--- src/rtl/glq_pkg.sv ---
// ----------------------------------------------------------------------------
// Gray level quantizer package
// Shared item types, command codes, status codes and controller handshake.
// ----------------------------------------------------------------------------
package glq_pkg;

  // Command carried by an input item.
  localparam logic CMD_MEASURE = 1'b0;
  localparam logic CMD_MAP     = 1'b1;

  // Status codes carried by a result item.
  localparam logic [1:0] ST_MAPPED = 2'd0;
  localparam logic [1:0] ST_WITHIN = 2'd1;
  localparam logic [1:0] ST_ZERO   = 2'd2;
  localparam logic [1:0] ST_ABOVE  = 2'd3;

  // Register values after reset, and the full-scale pixel.
  localparam logic [7:0] LEVELS_RST = 8'd2;
  localparam logic [7:0] MIN_RST    = 8'd255;
  localparam logic [7:0] MAX_RST    = 8'd0;
  localparam logic [7:0] PIX_MAX    = 8'd255;

  // Bounds are held in half units and capped at 255.0.
  localparam logic [10:0] BOUND_CAP = 11'd510;

  // Restoring divider: one quotient bit per step over a 9-bit dividend.
  localparam int unsigned DIV_W     = 9;
  localparam int unsigned DIV_CNT_W = 4;
  localparam logic [DIV_CNT_W-1:0] DIV_LAST = DIV_CNT_W'(DIV_W - 1);

  typedef struct packed {
    logic       cmd;
    logic [7:0] pixel;
    logic       first;
  } in_item_t;

  typedef struct packed {
    logic [7:0] level_value;
    logic [1:0] status;
  } out_item_t;

  typedef enum logic [2:0] {
    S_IDLE,
    S_DECIDE,
    S_WDIV,
    S_WSTORE,
    S_QDIV,
    S_CALC,
    S_EMIT
  } glq_state_t;

  // Commands from the controller to the datapath.
  typedef struct packed {
    logic accept;
    logic load_trivial;
    logic start_wdiv;
    logic start_qdiv;
    logic div_step;
    logic store_width;
    logic calc;
    logic emit;
  } glq_cmd_t;

  // Status from the datapath to the controller.
  typedef struct packed {
    logic in_is_map;
    logic trivial;
    logic width_ok;
    logic div_last;
    logic out_free;
  } glq_sts_t;

endpackage

--- src/rtl/gray_level_quantizer_unit.sv ---
// ----------------------------------------------------------------------------
// Gray level quantizer unit
// Uniform quantization of 8-bit gray pixels in two passes: measure, then map.
// ----------------------------------------------------------------------------
//
//   Channel  Direction  Handshake            Payload
//   in_      input      in_valid/in_ready    glq_pkg::in_item_t (cmd, pixel, first)
//   out_     output     out_valid/out_ready  glq_pkg::out_item_t (level_value, status)
//   cfg_     input      cfg_valid/cfg_ready  levels, 8 bits
//
// A measure transfer updates the minimum and maximum and yields no result.
// A map transfer that needs no division (narrow range or zero levels) goes from the
// decision to the result stage; any other first runs the 9-step restoring divider.
// After a measure transfer or a levels write the interval width is recomputed on
// the same divider for the next mapped pixel, before that pixel's own division.
// Reset is synchronous and active low; it restores levels 2, minimum 255, maximum 0.
// A result waiting in the output register does not block the next input transfer;
// only the finishing step of a map item waits for the output register to drain.
//
module gray_level_quantizer_unit (
  input  logic               clk,
  input  logic               rst_n,
  input  logic               in_valid,
  output logic               in_ready,
  input  glq_pkg::in_item_t  in_data,
  output logic               out_valid,
  input  logic               out_ready,
  output glq_pkg::out_item_t out_data,
  input  logic               cfg_valid,
  output logic               cfg_ready,
  input  logic [7:0]         cfg_data
);

  glq_pkg::glq_cmd_t cmd;
  glq_pkg::glq_sts_t sts;

  // A levels write is taken at any time: the user, not the block, keeps writes to idle.
  assign cfg_ready = 1'b1;

  // The controller steps through the checks, the division and the result stage.
  glq_ctrl u_ctrl (
    .clk      (clk),
    .rst_n    (rst_n),
    .in_valid (in_valid),
    .in_ready (in_ready),
    .sts      (sts),
    .cmd      (cmd)
  );

  // The datapath holds the data registers, the divider and the output register.
  glq_dp u_dp (
    .clk       (clk),
    .rst_n     (rst_n),
    .in_data   (in_data),
    .cfg_valid (cfg_valid),
    .cfg_data  (cfg_data),
    .out_ready (out_ready),
    .out_valid (out_valid),
    .out_data  (out_data),
    .cmd       (cmd),
    .sts       (sts)
  );

endmodule

--- src/rtl/glq_ctrl.sv ---
// ----------------------------------------------------------------------------
// Gray level quantizer controller
// Accepts items; steps a map item through checks, divider and result stage.
// ----------------------------------------------------------------------------
module glq_ctrl (
  input  logic              clk,
  input  logic              rst_n,
  input  logic              in_valid,
  output logic              in_ready,
  input  glq_pkg::glq_sts_t sts,
  output glq_pkg::glq_cmd_t cmd
);

  glq_pkg::glq_state_t state_r, state_nxt;

  always_ff @(posedge clk) begin
    if (!rst_n) begin
      state_r <= glq_pkg::S_IDLE;
    end else begin
      state_r <= state_nxt;
    end
  end

  always_comb begin
    state_nxt = state_r;
    cmd       = '0;
    in_ready  = 1'b0;
    unique case (state_r)
      glq_pkg::S_IDLE: begin
        in_ready   = 1'b1;
        cmd.accept = in_valid;
        if (in_valid && sts.in_is_map) begin
          state_nxt = glq_pkg::S_DECIDE;
        end
      end
      glq_pkg::S_DECIDE: begin
        priority if (sts.trivial) begin
          cmd.load_trivial = 1'b1;
          state_nxt        = glq_pkg::S_EMIT;
        end else if (sts.width_ok) begin
          cmd.start_qdiv = 1'b1;
          state_nxt      = glq_pkg::S_QDIV;
        end else begin
          cmd.start_wdiv = 1'b1;
          state_nxt      = glq_pkg::S_WDIV;
        end
      end
      glq_pkg::S_WDIV: begin
        cmd.div_step = 1'b1;
        if (sts.div_last) begin
          state_nxt = glq_pkg::S_WSTORE;
        end
      end
      glq_pkg::S_WSTORE: begin
        cmd.store_width = 1'b1;
        state_nxt       = glq_pkg::S_DECIDE;
      end
      glq_pkg::S_QDIV: begin
        cmd.div_step = 1'b1;
        if (sts.div_last) begin
          state_nxt = glq_pkg::S_CALC;
        end
      end
      glq_pkg::S_CALC: begin
        cmd.calc  = 1'b1;
        state_nxt = glq_pkg::S_EMIT;
      end
      glq_pkg::S_EMIT: begin
        if (sts.out_free) begin
          cmd.emit  = 1'b1;
          state_nxt = glq_pkg::S_IDLE;
        end
      end
      default: begin
        state_nxt = glq_pkg::S_IDLE;
      end
    endcase
  end

endmodule

--- src/rtl/glq_dp.sv ---
// ----------------------------------------------------------------------------
// Gray level quantizer datapath
// Min/max tracking, level register, cached width, restoring divider, result
// arithmetic and the output register.
// ----------------------------------------------------------------------------
module glq_dp (
  input  logic               clk,
  input  logic               rst_n,
  input  glq_pkg::in_item_t  in_data,
  input  logic               cfg_valid,
  input  logic [7:0]         cfg_data,
  input  logic               out_ready,
  output logic               out_valid,
  output glq_pkg::out_item_t out_data,
  input  glq_pkg::glq_cmd_t  cmd,
  output glq_pkg::glq_sts_t  sts
);

  logic [7:0] min_r, min_nxt;
  logic [7:0] max_r, max_nxt;
  logic [7:0] levels_r, levels_nxt;
  logic       width_ok_r, width_ok_nxt;
  logic [8:0] width_r, width_nxt;
  logic [7:0] pix_r, pix_nxt;

  logic [glq_pkg::DIV_W-1:0]     quo_r, quo_nxt;
  logic [glq_pkg::DIV_W-1:0]     rem_r, rem_nxt;
  logic [glq_pkg::DIV_W-1:0]     dsr_r, dsr_nxt;
  logic [glq_pkg::DIV_CNT_W-1:0] cnt_r, cnt_nxt;

  logic [7:0] res_val_r, res_val_nxt;
  logic [1:0] res_st_r, res_st_nxt;

  logic                out_valid_r, out_valid_nxt;
  glq_pkg::out_item_t  out_data_r, out_data_nxt;

  logic [7:0]  diff;
  logic        narrow;
  logic        zero_lv;
  logic [8:0]  span;
  logic [7:0]  offset;
  logic [9:0]  trial;
  logic [7:0]  qw;
  logic [10:0] lo_b;
  logic [10:0] hi_raw;
  logic [10:0] hi_b;
  logic [10:0] mid_sum;
  logic        above;
  logic        out_free;

  // Checks on the measured range.
  assign diff    = max_r - min_r;
  assign narrow  = (max_r < min_r) || (diff < levels_r);
  assign zero_lv = (levels_r == 8'd0);
  assign span    = {1'b0, diff} + 9'd1;
  assign offset  = (pix_r >= min_r) ? (pix_r - min_r) : 8'd0;

  // One restoring step.
  assign trial = {rem_r, quo_r[glq_pkg::DIV_W-1]} - {1'b0, dsr_r};

  // The remainder of offset / width gives quotient times width without a multiplier.
  assign qw      = offset - rem_r[7:0];
  assign lo_b    = 11'({min_r, 1'b0}) + 11'({qw, 1'b0});
  assign hi_raw  = lo_b + 11'({width_r, 1'b0}) - 11'd1;
  assign hi_b    = (hi_raw > glq_pkg::BOUND_CAP) ? glq_pkg::BOUND_CAP : hi_raw;
  assign mid_sum = lo_b + hi_b - 11'd1;
  assign above   = (pix_r == glq_pkg::PIX_MAX) || (qw > diff);

  assign out_free = !out_valid_r || out_ready;

  always_comb begin
    min_nxt      = min_r;
    max_nxt      = max_r;
    levels_nxt   = levels_r;
    width_ok_nxt = width_ok_r;
    width_nxt    = width_r;
    pix_nxt      = pix_r;
    quo_nxt      = quo_r;
    rem_nxt      = rem_r;
    dsr_nxt      = dsr_r;
    cnt_nxt      = cnt_r;
    res_val_nxt  = res_val_r;
    res_st_nxt   = res_st_r;

    if (cfg_valid) begin
      levels_nxt   = cfg_data;
      width_ok_nxt = 1'b0;
    end

    if (cmd.accept) begin
      pix_nxt = in_data.pixel;
      if (in_data.cmd == glq_pkg::CMD_MEASURE) begin
        width_ok_nxt = 1'b0;
        if (in_data.first) begin
          min_nxt = in_data.pixel;
          max_nxt = in_data.pixel;
        end else begin
          if (in_data.pixel < min_r) begin
            min_nxt = in_data.pixel;
          end
          if (in_data.pixel > max_r) begin
            max_nxt = in_data.pixel;
          end
        end
      end
    end

    if (cmd.load_trivial) begin
      res_val_nxt = pix_r;
      res_st_nxt  = narrow ? glq_pkg::ST_WITHIN : glq_pkg::ST_ZERO;
    end

    if (cmd.start_wdiv) begin
      quo_nxt = span;
      rem_nxt = '0;
      dsr_nxt = {1'b0, levels_r};
      cnt_nxt = '0;
    end

    if (cmd.start_qdiv) begin
      quo_nxt = {1'b0, offset};
      rem_nxt = '0;
      dsr_nxt = width_r;
      cnt_nxt = '0;
    end

    if (cmd.div_step) begin
      cnt_nxt = cnt_r + 1'b1;
      if (!trial[glq_pkg::DIV_W]) begin
        rem_nxt = trial[glq_pkg::DIV_W-1:0];
        quo_nxt = {quo_r[glq_pkg::DIV_W-2:0], 1'b1};
      end else begin
        rem_nxt = {rem_r[glq_pkg::DIV_W-2:0], quo_r[glq_pkg::DIV_W-1]};
        quo_nxt = {quo_r[glq_pkg::DIV_W-2:0], 1'b0};
      end
    end

    if (cmd.store_width) begin
      width_nxt    = quo_r;
      width_ok_nxt = 1'b1;
    end

    if (cmd.calc) begin
      if (above) begin
        res_val_nxt = pix_r;
        res_st_nxt  = glq_pkg::ST_ABOVE;
      end else begin
        res_val_nxt = mid_sum[9:2];
        res_st_nxt  = glq_pkg::ST_MAPPED;
      end
    end
  end

  always_comb begin
    out_valid_nxt = out_valid_r;
    out_data_nxt  = out_data_r;
    if (out_valid_r && out_ready) begin
      out_valid_nxt = 1'b0;
    end
    if (cmd.emit) begin
      out_valid_nxt            = 1'b1;
      out_data_nxt.level_value = res_val_r;
      out_data_nxt.status      = res_st_r;
    end
  end

  // Control and architectural state.
  always_ff @(posedge clk) begin
    if (!rst_n) begin
      min_r       <= glq_pkg::MIN_RST;
      max_r       <= glq_pkg::MAX_RST;
      levels_r    <= glq_pkg::LEVELS_RST;
      width_ok_r  <= 1'b0;
      cnt_r       <= '0;
      out_valid_r <= 1'b0;
    end else begin
      min_r       <= min_nxt;
      max_r       <= max_nxt;
      levels_r    <= levels_nxt;
      width_ok_r  <= width_ok_nxt;
      cnt_r       <= cnt_nxt;
      out_valid_r <= out_valid_nxt;
    end
  end

  // Payload registers.
  always_ff @(posedge clk) begin
    width_r    <= width_nxt;
    pix_r      <= pix_nxt;
    quo_r      <= quo_nxt;
    rem_r      <= rem_nxt;
    dsr_r      <= dsr_nxt;
    res_val_r  <= res_val_nxt;
    res_st_r   <= res_st_nxt;
    out_data_r <= out_data_nxt;
  end

  assign sts.in_is_map = (in_data.cmd == glq_pkg::CMD_MAP);
  assign sts.trivial   = narrow || zero_lv;
  assign sts.width_ok  = width_ok_r;
  assign sts.div_last  = (cnt_r == glq_pkg::DIV_LAST);
  assign sts.out_free  = out_free;

  assign out_valid = out_valid_r;
  assign out_data  = out_data_r;

endmodule

--- config.mk ---
export PLATFORM = sky130hd
export DESIGN_NAME = gray_level_quantizer_unit
export DESIGN_NICKNAME = d
export VERILOG_FILES = /design/src/rtl/glq_pkg.sv /design/src/rtl/gray_level_quantizer_unit.sv /design/src/rtl/glq_ctrl.sv /design/src/rtl/glq_dp.sv
export SDC_FILE = /design/constraint.sdc
export NUM_CORES = 1
export LEC_CHECK = 0
export BUFFER_PORTS_ARGS = -buffer_cell sky130_fd_sc_hd__buf_4
export CAP_MARGIN = 20
export CORE_MARGIN = 2
export CORE_UTILIZATION = 63
export DETAILED_ROUTE_END_ITERATION = 7
export PLACE_DENSITY = 0.82
export SYNTH_ARGS = -nofsm -noshare
export SYNTH_HDL_FRONTEND = slang
export SYNTH_SLANG_ARGS = --single-unit
--- constraint.sdc ---
create_clock -name clk -period 10.4 [get_ports clk]
set_input_delay 1.04 -clock clk [delete_from_list [all_inputs] [get_ports clk]]
set_output_delay 1.04 -clock clk [all_outputs]
set_load 0.1 [all_outputs]
==> results.txt, run 1 <==
The peak per-stage delay on the critical path is 0.45 ns. The dominant delay contributor by cell family on the critical path is compound AO/OA/AOI/OAI gates. The shortest period the worst path allows is 8.93 ns. The most common cell after layout, fill and taps aside is sky130_fd_sc_hd__inv_1. The fraction of registers with async set or reset after synthesis came out at 0%. The achievable clock frequency came out at about 110 MHz.

Of the cells placed in the final design, the portion with a size suffix greater than 1 is 9.86%. Counting both buffers and inverters, the worst setup path holds a total of 3. The placed instances occupy a cell area of 0.00797 mm². The first global-routing pass estimated between 20 and 30 mm of wire. Summed over all failing endpoints, the final setup total negative slack is 0 ns.

The H-tree depth is 3. The average wire per standard cell is 18.2 µm. The final count of hold timing violations was 0.

The reg-to-reg setup timing slack came out at 1.47 ns. The floorplan die area is between 0.01 and 0.015 mm². The sequential area share after synthesis came out at 34.1%. The register clock-pin slew on the reported worst setup and hold paths is approximately 0.070 ns. The total congestion overflow after global routing came out at 0. The cell area that synthesis handed to floorplanning was 0.00758 mm².

The critical path is of the reg -> reg type. The quantity of hold-fixing buffers added after cts came out at 0. The total setup violations reported at the end of the flow came out at 0.

Buffers placed on the I/O ports in this run total 34. After routing the design area is between 0.008 and 0.009 mm². The number of distinct library cells after synthesis came out at 66. The number of buffers between clock root and the deepest sink is 2. The final weighted congestion of routability-driven global placement is 1.01. The number of nets with antenna violations after detailed routing came out at 0. The tool flagged a number of max-cap violations equal to 0. The worst min-delay path class is reg -> reg. For the worst setup path, the data required time is 10.49 ns. Sorting the synthesized cells by area gives the leading types as sky130_fd_sc_hd__edfxtp_1 (25%), sky130_fd_sc_hd__ha_1 (17%), sky130_fd_sc_hd__dfxtp_1 (8.7%).

The dominant cell type by area after synthesis is sky130_fd_sc_hd__edfxtp_1. The critical path ends at u_dp.res_val_r[7]. The repair_antennas step left the layout with diodes totalling 0.

The critical path capture point type is a flop. For the pin with the worst max-slew slack, the measured transition is 1.00 ns. The power per unit of standard cell area is 349 mW/mm². The number of nets at the end of the flow is 982. The worst setup path startpoint is u_dp.min_r[0]. The post-cts sizing count is 0.

The worst reg-to-reg path cell count is 41. The leakage power is 3.70 nW. The portion of synthesized cell area occupied by the leading cell type is around a quarter. In the routed layout, each cell is associated on average with a via count of between 6 and 7. The via count of the first global-routing pass came to 6062.

The count of mapped cells out of synthesis is 816. The largest driver fanout on the critical path came out at 9. In the layout the commonest cells are sky130_fd_sc_hd__inv_1 (108), sky130_fd_sc_hd__ha_1 (105), sky130_fd_sc_hd__edfxtp_1 (64), sky130_fd_sc_hd__nor2_1 (48), sky130_fd_sc_hd__nand2_1 (48). In this run the critical register-to-register path is captured at u_dp.res_val_r[7]. The final critical path takes up 85.8% of the cycle. The half-perimeter wire length after placement came out at roughly 14 mm.

The number of nets handed over by synthesis was 951. The count of TritonRoute iterations in the first routing pass is 5. The most frequent cell on the critical path is sky130_fd_sc_hd__ha_1. The total via count after detailed routing came out at 6057. In the synthesized netlist the dominant register cell turns out to be sky130_fd_sc_hd__edfxtp_1. The initialized floorplan defines 40 standard-cell rows. The source-to-sink clock delay at the later pin of the worst-skew pair came out at between 0.3 and 0.4 ns.

The horizontal die dimension is 114 µm. The total area inside the core boundary comes to 0.0119 mm². Compared with the post-synthesis result, the final layout area differs by 9.58%. Among all stages on the critical path, the largest delay is contributed by sky130_fd_sc_hd__dfxtp_1. The number of pins exceeding their max-slew limit in the final report came out at 0.

The post-synthesis sequential element count came out at 97. The TritonCTS buffer count is 9. From bottom edge to top edge, the die measures 114 µm.

The all-layer global routing usage is 29.2%. Counting flops with a built-in enable in the synthesized netlist gives 64. The total setup buffers inserted after CTS came out at 0. Counting every sink on the clock net gives 97. After detailed routing, the total wire length is 18.1 mm. The average size of a mapped cell is 9.29 µm².

Entering global routing, the biggest net connects 34 pins. The data arrival time of the worst path came out at 9.02 ns. The number of remaining DRC errors came out at 0. The number of top-level design ports is 36.

The worst clock skew came out at roughly 0.0084 ns. Setup repair after global routing left no endpoint under its margin. The run finished with clean final reports. STA classifies the critical path startpoint as a flop. In this run, the number of DRC markers left after iteration 0 of detailed routing was ~440. The initial core utilization is around 64%. TritonCTS built the clock tree.

IR analysis of the VDD net gives a maximum drop of 0.228 mV. CTS placed an instance of sky130_fd_sc_hd__clkbuf_16 at the clock tree root. The worst register-to-register path begins at u_dp.min_r[0].

Yosys printed 0 warnings. The number of antenna violations at the first check in global routing came out at 0. The number of stages on the worst setup path came out at 41.

The headroom to the max-slew limit is 33.0%.
report_power, final:
part | leakage, nW | switching (mW) | internal [mW]
Combinational | 2.70 | 1.23 | 0.863
Clock | 0.147 | 0.157 | 0.191
Sequential | 0.857 | 0.0188 | 0.436
Total | 3.70 | 1.41 | 1.49
state kept, by name (all words and copies together) (netlist names), 9 cells and up:
register and cells:
u_dp.out_data 10, u_dp.quo_r 9, u_dp.dsr_r 9, u_dp.rem_r 9, u_dp.width_r 9
worst register-to-register path: cells and delay by family (launching register included):
family	cells	cell delay, ns
xor+xnor	4	0.63
flops	1	0.45
simple gates	5	0.86
buf+inv	3	0.15
fa+ha+maj	9	2.79
compound gates	20	3.79
worst min-delay path by stage:
stage                      start                to  slack [ns]  depth (start not counted)
2_1_floorplan   u_dp.res_st_r[0]  u_dp.out_data[0]        0.40                          0
3_3_place_gp   u_dp.res_val_r[2]  u_dp.out_data[4]        0.40                          0
3_5_place_dp    u_dp.res_st_r[1]  u_dp.out_data[1]        0.41                          0
4_1_cts        u_dp.res_val_r[2]  u_dp.out_data[4]        0.42                          0
5_1_grt        u_dp.res_val_r[7]  u_dp.out_data[9]        0.43                          0
6_report        u_dp.res_st_r[1]  u_dp.out_data[1]        0.42                          0
layout make-up:
type | count | area, µm²
multi-input cells | 590 | 4510
fillers | 915 | 3560
flip-flops and latches | 97 | 2580
inverters | 108 | 405
repair buffers | 41 | 312
clock buffers | 9 | 225
well taps | 147 | 184
clock inverters | 7 | 87.6
cells in the mapped netlist, types with 6 or more instances:
master / number
sky130_fd_sc_hd__o211ai_1: 10
sky130_fd_sc_hd__a31oi_1: 9
sky130_fd_sc_hd__mux2i_1: 22
sky130_fd_sc_hd__inv_1: 108
sky130_fd_sc_hd__clkbuf_1: 14
sky130_fd_sc_hd__nand2_1: 48
sky130_fd_sc_hd__o21bai_1: 7
sky130_fd_sc_hd__nand4_1: 7
sky130_fd_sc_hd__fa_1: 7
sky130_fd_sc_hd__nand2b_1: 12
sky130_fd_sc_hd__a21o_1: 19
sky130_fd_sc_hd__dfxtp_1: 33
sky130_fd_sc_hd__nor2b_1: 38
sky130_fd_sc_hd__nor4_1: 6
sky130_fd_sc_hd__nor2_1: 48
sky130_fd_sc_hd__o21ai_0: 39
sky130_fd_sc_hd__and2_1: 10
sky130_fd_sc_hd__nor3_1: 18
sky130_fd_sc_hd__nand3_1: 15
sky130_fd_sc_hd__o21a_1: 12
sky130_fd_sc_hd__edfxtp_1: 64
sky130_fd_sc_hd__a21oi_1: 41
sky130_fd_sc_hd__ha_1: 105
sky130_fd_sc_hd__xnor2_1: 24
sky130_fd_sc_hd__xor2_1: 17
metal layers:
metal  global-route usage, %  wire [µm]
met5                       0          0
met4                    11.7        556
met3                    3.93        909
met2                    51.0       8970
met1                    36.7       7700
cells by family (layout without fill, tap and decap cells):
kind of cell	after synthesis	in the layout	synth area share, %
AOI/OAI and AO/OA	189	189	17.2
xor gates and xnor gates	41	41	4.74
adders and majority gates	112	112	19.2
buffers and inverters	129	165	6.52
DFF	97	97	34.1
muxes	23	23	3.05
other	1	1	0.0495
and+or+nand+nor	224	224	15.2
per-stage QoR:
step	hold slack [ns]	power [mW]	instances	worst slack, ns	utilization [%]
final	0.420	2.90	999	1.47	70.0
after global routing	0.426	3.14	999	0.749	70.0
after CTS	0.421	2.87	997	1.61	69.8
after detailed placement	0.405	2.51	981	1.68	67.2
after global placement	0.401	2.41	980	2.05	67.1
after floorplan	0.400	2.04	816	2.49	-
Note: power is estimated with default switching activity, not from simulation.
==> run 2, diff against run 1 <==
--- a/config.mk
+++ b/config.mk
@@ -13,2 +13,3 @@
 export PLACE_DENSITY = 0.82
+export RECOVER_POWER = 100
 export SYNTH_ARGS = -nofsm -noshare
--- a/constraint.sdc
+++ b/constraint.sdc
@@ -3,2 +3,2 @@
 set_output_delay 1.04 -clock clk [all_outputs]
-set_load 0.1 [all_outputs]
+set_load 0.05 [all_outputs]
==> run 2 against run 1 <==
- clock power is essentially flat
- critical endpoint unchanged
- register-to-register slack is essentially flat
- total power shrank 1.6%
- the flow now finishes with violations (max-capacitance violations, max-slew violations)
- largest cell class unchanged
==> results.txt, run 2 (synthesized netlist as in run 1, its figures left out) <==
The run finished, with violations left. The final reports fail on max-capacitance violations, max-slew violations. Setup repair after global routing left no endpoint under its margin. The routed wire length is 18.2 mm (+0.56%). The die height was 114 µm (unchanged). The all-layer global routing usage came out at 29.2% (unchanged). The worst min-delay path class is reg -> reg. The critical path is of the reg -> reg type.

The headroom to the max-slew limit came out at -41.3% (-74 points). The share of post-route cells with drive strength above 1 came out at 5.99% (-3.9 points). The library cells used most frequently in the layout, excluding fill and tap cells, are sky130_fd_sc_hd__inv_1 (108), sky130_fd_sc_hd__ha_1 (105), sky130_fd_sc_hd__edfxtp_1 (64), sky130_fd_sc_hd__nor2_1 (48), sky130_fd_sc_hd__nand2_1 (48).

The startpoint identified for the worst hold timing path is u_dp.res_st_r[1]. The total via count after detailed routing came out at 6087 (+0.50%). The placed instance count came to 981 (unchanged). The count of non-filler cells in the finished layout was 999 (unchanged). The number of pins exceeding their max-slew limit in the final report came to 9 (+9). The via count of the first global-routing pass came to 6062 (unchanged). The startpoint of the most critical register-to-register path is u_dp.min_r[0]. The horizontal die dimension is 114 µm (unchanged). The total of buffers placed on input and output ports is 34 (unchanged). The final weighted congestion of routability-driven global placement is 1.01 (unchanged). The TritonCTS buffer count is 9 (unchanged). The largest driver fanout on the critical path is 9 (unchanged). The leakage power is 3.58 nW (-3.3%).

The maximum vdd ir drop came out at 0.221 mV (-2.9%). The area inside the core boundary was 0.0119 mm² (unchanged). The quantity of hold-fixing buffers added after cts came to 0 (unchanged).

The final worst-path setup slack came to 1.48 ns (+0.00563 ns). The total setup buffers inserted after CTS is 0 (unchanged). The number of nets at the end of the flow came out at 982 (unchanged). The TritonCTS clock tree is built. The final setup TNS was 0 ns (unchanged). The reg-to-reg setup timing slack came out at 1.48 ns (about the same).

The final count of hold timing violations came out at 0 (unchanged). The flip-flop count of the largest register, all copies and words added is 10 (unchanged). The worst reg-to-reg path cell count is 41 (unchanged).

The number of nets with antenna violations after detailed routing came out at 0 (unchanged). The most common cell after layout, fill and taps aside is sky130_fd_sc_hd__inv_1. The achievable clock frequency is 112 MHz (about the same). The initial core utilization is 63.9% (unchanged). The pin count of the biggest net entering global routing is 34 (unchanged). The total setup violations reported at the end of the flow was 0 (unchanged). The count of maximum capacitance violations came out at 1 (+1). The detailed-route vias per instance is 6.09 (+0.50%). The post-cts sizing count is 0 (unchanged). The clock net sink count is 97 (unchanged).

The required time at the worst-slack endpoint is 10.50 ns (about the same). The floorplan die area came to 0.0129 mm² (unchanged). The number of cells on the worst hold path is 0 (unchanged). The number of remaining DRC errors is 0 (unchanged). The peak per-stage delay on the critical path is 0.44 ns (about the same). The average wire per standard cell is 18.3 µm (+0.56%). The number of top-level design ports is 36 (unchanged). The count of TritonRoute iterations in the first routing pass came to 5 (unchanged). In this run the critical register-to-register path is captured at u_dp.res_val_r[7].

The growth of design area from synthesis to finish is 7.45%. The power per unit of standard cell area came out at 350 mW/mm² (+0.33%). The cell area after layout came out at 0.00814 mm² (-1.9%). The antenna diode instance count came out at 0 (unchanged). The power consumption came out at 2.85 mW (-1.6%).

The total number of placement rows is 40 (unchanged). The critical path starts at u_dp.min_r[0]. The number of buffers between clock root and the deepest sink is 2 (unchanged). The worst setup path is launched from a flop. The post-route fraction of the period consumed by the critical path is 85.8% (about the same). The worst slack after detailed placement came out at 1.68 ns (unchanged).

The data arrival time of the worst path is 9.02 ns (about the same). The worst clock skew is 0.00869 ns (+0.000267 ns). The half-perimeter wire length after placement was 14.3 mm (unchanged).

The slew at the pin with the worst max-slew slack came out at 2.09 ns (+1.09 ns). The root buffer cell chosen for the clock tree is sky130_fd_sc_hd__clkbuf_16. The H-tree depth came out at 3 (unchanged). The total congestion overflow after global routing came out at 0 (unchanged). The shortest period the worst path allows is 8.92 ns (-0.00563 ns). The worst setup path is captured at a flop. The starting DRC count in detailed routing is 422 (-3.4%). The register clock-pin slew on the reported worst setup and hold paths is 0.07 ns (about the same).

The destination of the worst hold path is u_dp.out_data[1]. The global-route wire length before repair came out at 29.6 mm (unchanged). The source-to-sink clock delay at the later pin of the worst-skew pair was 0.35 ns (about the same).

The number of antenna violations at the first check in global routing is 0 (unchanged). The post-place instance area came out at 0.00797 mm² (unchanged). The largest individual stage delay along the critical path comes from the cell sky130_fd_sc_hd__dfxtp_1.
==> run 2: cell count changes in the layout (fill, tap and decap cells not counted), sizes merged <==
| cell | before | now |
|---|---|---|
| buf | 41 | 12 |
| clkbuf | 9 | 38 |
==> run 2: worst max path at each step <==
stage                     cells past startpoint                 to  slack [ns]
after global placement                       42  u_dp.res_val_r[7]        2.05
after CTS                                    42  u_dp.res_val_r[7]        1.61
after detailed placement                     42  u_dp.res_val_r[7]        1.68
after global routing                         42  u_dp.res_val_r[7]        0.65
after floorplan                              42  u_dp.res_val_r[7]        2.49
final                                        41  u_dp.res_val_r[7]        1.48
==> run 2: worst max-delay path, delay by kind of cell (launching register included) <==
| kind | cells | cell delay, ns |
|---|---|---|
| AO/OA/AOI/OAI | 19 | 3.41 |
| XOR/XNOR | 4 | 0.73 |
| AND/OR/NAND/NOR | 6 | 1.20 |
| buffers and inverters | 3 | 0.17 |
| flip-flops | 1 | 0.44 |
| adder cells (fa/ha/maj) | 9 | 2.70 |
==> run 2: per-stage QoR <==
step,hold slack (ns),util (%)
after floorplan,0.400,-
after global placement,0.401,67.1
after detailed placement,0.405,67.2
after CTS,0.421,69.8
after global routing,0.426,68.6
final,0.420,68.6
==> run 2: area by class of cell <==
cell class	instances	area, µm²
clock buffer	9	225
clock inverter	7	87.6
inverter	108	405
fill	947	3720
tap	147	184
sequential	97	2580
multi-input combinational	590	4450
timing repair buffer	41	206
==> run 2: where the power goes <==
group,switching (mW),internal [mW],total (mW)
Sequential,0.0187,0.436,0.455
Clock,0.156,0.191,0.348
Combinational,1.20,0.846,2.05
==> run 2: routing by layer <==
layer	vias up	share of wire (%)	track usage (%)
li1	2951	-	-
met1	2882	43	36.7
met2	212	50	51.0
met3	42	4.8	3.93
met4	0	2.6	11.7
met5	-	0	0
==> run 3, diff against run 2 <==
- SLEW_MARGIN: not set -> 20
- clock period: 10.4 -> 8.35 ns (I/O delays scaled with it)
==> run 3 against run 2 <==
- first-iteration DRC count increased by 35%
- critical path depth rose by 1
- the run still ends with max-capacitance violations, max-slew violations left
- flip-flop and latch count is the same
- critical path type unchanged
- clock skew grew 0.0020 ns
- count of clock-buffer cells in the layout rose by 2
- cell count is 0.90% higher
- largest cell class unchanged
- global-route usage grew 0.46 points
- final area rose by 2.5%
- setup slack got worse by 1.2 ns
- die area unchanged
- non-clock buffer count up 9
==> results.txt, run 3 (synthesized netlist as in run 1, its figures left out) <==
The slew at the pin with the worst max-slew slack came to 2.24 ns (+0.146 ns). In the layout the commonest cells are sky130_fd_sc_hd__inv_1 (108), sky130_fd_sc_hd__ha_1 (103), sky130_fd_sc_hd__edfxtp_1 (64), sky130_fd_sc_hd__nor2_1 (48), sky130_fd_sc_hd__nand2_1 (48). The cell area after layout was 0.00835 mm² (+2.5%). The post-place instance area is 0.00799 mm² (+0.25%). The headroom to the max-slew limit is -50.2% (-8.9 points). The area inside the core boundary is 0.0119 mm² (unchanged). The peak per-stage delay on the critical path came out at 0.41 ns (-0.03 ns). The total of buffers placed on input and output ports came to 34 (unchanged). The shortest period the worst path allows was 8.10 ns (-0.823 ns). CTS placed an instance of sky130_fd_sc_hd__clkbuf_16 at the clock tree root.

The final worst-path setup slack came out at 0.250 ns (-1.23 ns). The routed wire length came to 18.8 mm (+3.1%). The number of cells on the worst hold path is 0 (unchanged). The clock net sink count came out at 97 (unchanged). The number of stages on the worst setup path came out at 42 (+2.4%). The achievable clock frequency was 123 MHz (+10%). In this run the worst hold path is classified as reg -> reg.

The half-perimeter wire length after placement came to 14.3 mm (about the same). The flow ran to the end, but the final reports show violations. The worst reg-to-reg path cell count is 42 (+2.4%).

The total buffers and inverters traversed by the critical path is 4 (+1). The worst setup path is launched from a flop. The flip-flop count of the largest register, all copies and words added was 10 (unchanged).

The horizontal die dimension is 114 µm (unchanged). The count of TritonRoute iterations in the first routing pass was 5 (unchanged). The all-layer global routing usage is 29.6% (+0.46 points). The number of antenna violations at the first check in global routing is 0 (unchanged).

The antenna diode instance count was 0 (unchanged). The total number of placement rows is 40 (unchanged). The TritonCTS buffer count came out at 9 (unchanged). The floorplan die area is 0.0129 mm² (unchanged). The largest individual stage delay along the critical path comes from the cell sky130_fd_sc_hd__edfxtp_1. By startpoint and endpoint, the worst setup path is classified as reg -> reg. The tightest hold margin came out at 0.412 ns (-0.00865 ns). The number of remaining DRC errors was 0 (unchanged). On the critical path the largest part of the delay comes from compound AO/OA/AOI/OAI gates.

The number of pins exceeding their max-slew limit in the final report was 51 (+42). The library cell used most frequently in the layout, excluding fill and tap cells, is sky130_fd_sc_hd__inv_1. The register clock-pin slew on the reported worst setup and hold paths is 0.07 ns (about the same). The final count of hold timing violations was 0 (unchanged). The checks that failed: max-capacitance violations, max-slew violations.

The number of nets at the end of the flow is 991 (+0.92%). The post-route fraction of the period consumed by the critical path is 97.0% (+11 points). The die height is 114 µm (unchanged).

The number of top-level design ports is 36 (unchanged). The worst slack after detailed placement is -0.280 ns (-1.96 ns). The TritonCTS clock tree is built. The global-route wire length before repair is 29.7 mm (+0.28%).

The total via count after detailed routing came out at 6226 (+2.3%). The data arrival time of the worst path is 8.20 ns (-0.82 ns). The pin count of the biggest net entering global routing was 34 (unchanged). The number of buffers between clock root and the deepest sink came out at 2 (unchanged). The source-to-sink clock delay at the later pin of the worst-skew pair came out at 0.35 ns (about the same).

The detailed-route vias per instance is 6.18 (+1.4%). The initial core utilization is 63.9% (unchanged). The total setup violations reported at the end of the flow is 0 (unchanged). The H-tree depth is 3 (unchanged). The number of nets with antenna violations after detailed routing came out at 0 (unchanged). The worst clock skew is 0.0107 ns (+0.00205 ns). The starting DRC count in detailed routing was 570 (+35%).

The required time at the worst-slack endpoint came out at 8.45 ns (-2.05 ns). The average wire per standard cell is 18.7 µm (+2.1%). The largest driver fanout on the critical path came out at 7 (-2).

The quantity of hold-fixing buffers added after cts came out at 0 (unchanged). The via count of the first global-routing pass is 5984 (-1.3%). Compared with the post-synthesis result, the final layout area differs by 10.2%. The final weighted congestion of routability-driven global placement is 0.939 (-6.9%).

The count of maximum capacitance violations came out at 4 (+3). The total congestion overflow after global routing came out at 0 (unchanged). The worst setup path is captured at a flop. The share of post-route cells with drive strength above 1 came out at 10.1% (+4.1 points).
==> run 3: path summary, 6_finish.rpt <==
| check | from | end | slack (ns) |
|---|---|---|---|
| hold / removal | u_dp.res_val_r[1] | u_dp.out_data[3] | 0.41 |
| setup reg to reg | u_dp.pix_r[0] | u_dp.res_val_r[7] | 0.25 |
| hold reg to reg | u_dp.res_val_r[1] | u_dp.out_data[3] | 0.41 |
| setup / recovery | u_dp.pix_r[0] | u_dp.res_val_r[7] | 0.25 |
==> run 3: per-stage QoR <==
stage / cells / TNS [ns] / util, %
after global placement: 981 / 0 / 67.2
after CTS: 997 / 0 / 70.0
final: 1008 / 0 / 70.4
after global routing: 1008 / -0.176 / 70.4
after detailed placement: 981 / -0.347 / 67.4
after floorplan: 816 / 0 / -
==> run 3: layer usage <==
metal	GRT usage (%)	part of all wire, %	vias to the layer above
li1	-	-	2977
met1	38.3	42	2946
met2	49.9	48	254
met3	4.99	6.1	49
met4	11.7	3.4	0
met5	0	0	-
==> run 3: what timing repair did <==
action | in CTS | in global routing
gates resized for setup | 6 | 25
setup endpoints to repair | 2 | 3
pin swaps | 0 | 16
buffers inserted | 0 | 11
==> run 3: area by class of cell <==
cell class | instances | area [µm²]
Sequential cell | 97 | 2580
Timing Repair Buffer | 50 | 289
Tap cell | 147 | 184
Inverter | 108 | 405
Clock buffer | 11 | 254
Multi-Input combinational cell | 590 | 4600
Clock inverter | 5 | 36.3
Fill cell | 879 | 3510
==> run 3: worst register-to-register path, delay by kind of cell, from the launching register on <==
family / cells / cell delay, ns
AOI/OAI and AO/OA: 20 / 3.26
xor gates and xnor gates: 4 / 0.67
adders and majority gates: 9 / 2.48
buffers and inverters: 4 / 0.30
DFF: 1 / 0.41
and+or+nand+nor: 5 / 0.71
Power of run 3 is not shown: default switching activity piles up to over one toggle a cycle in this logic, so the estimate is an artifact.
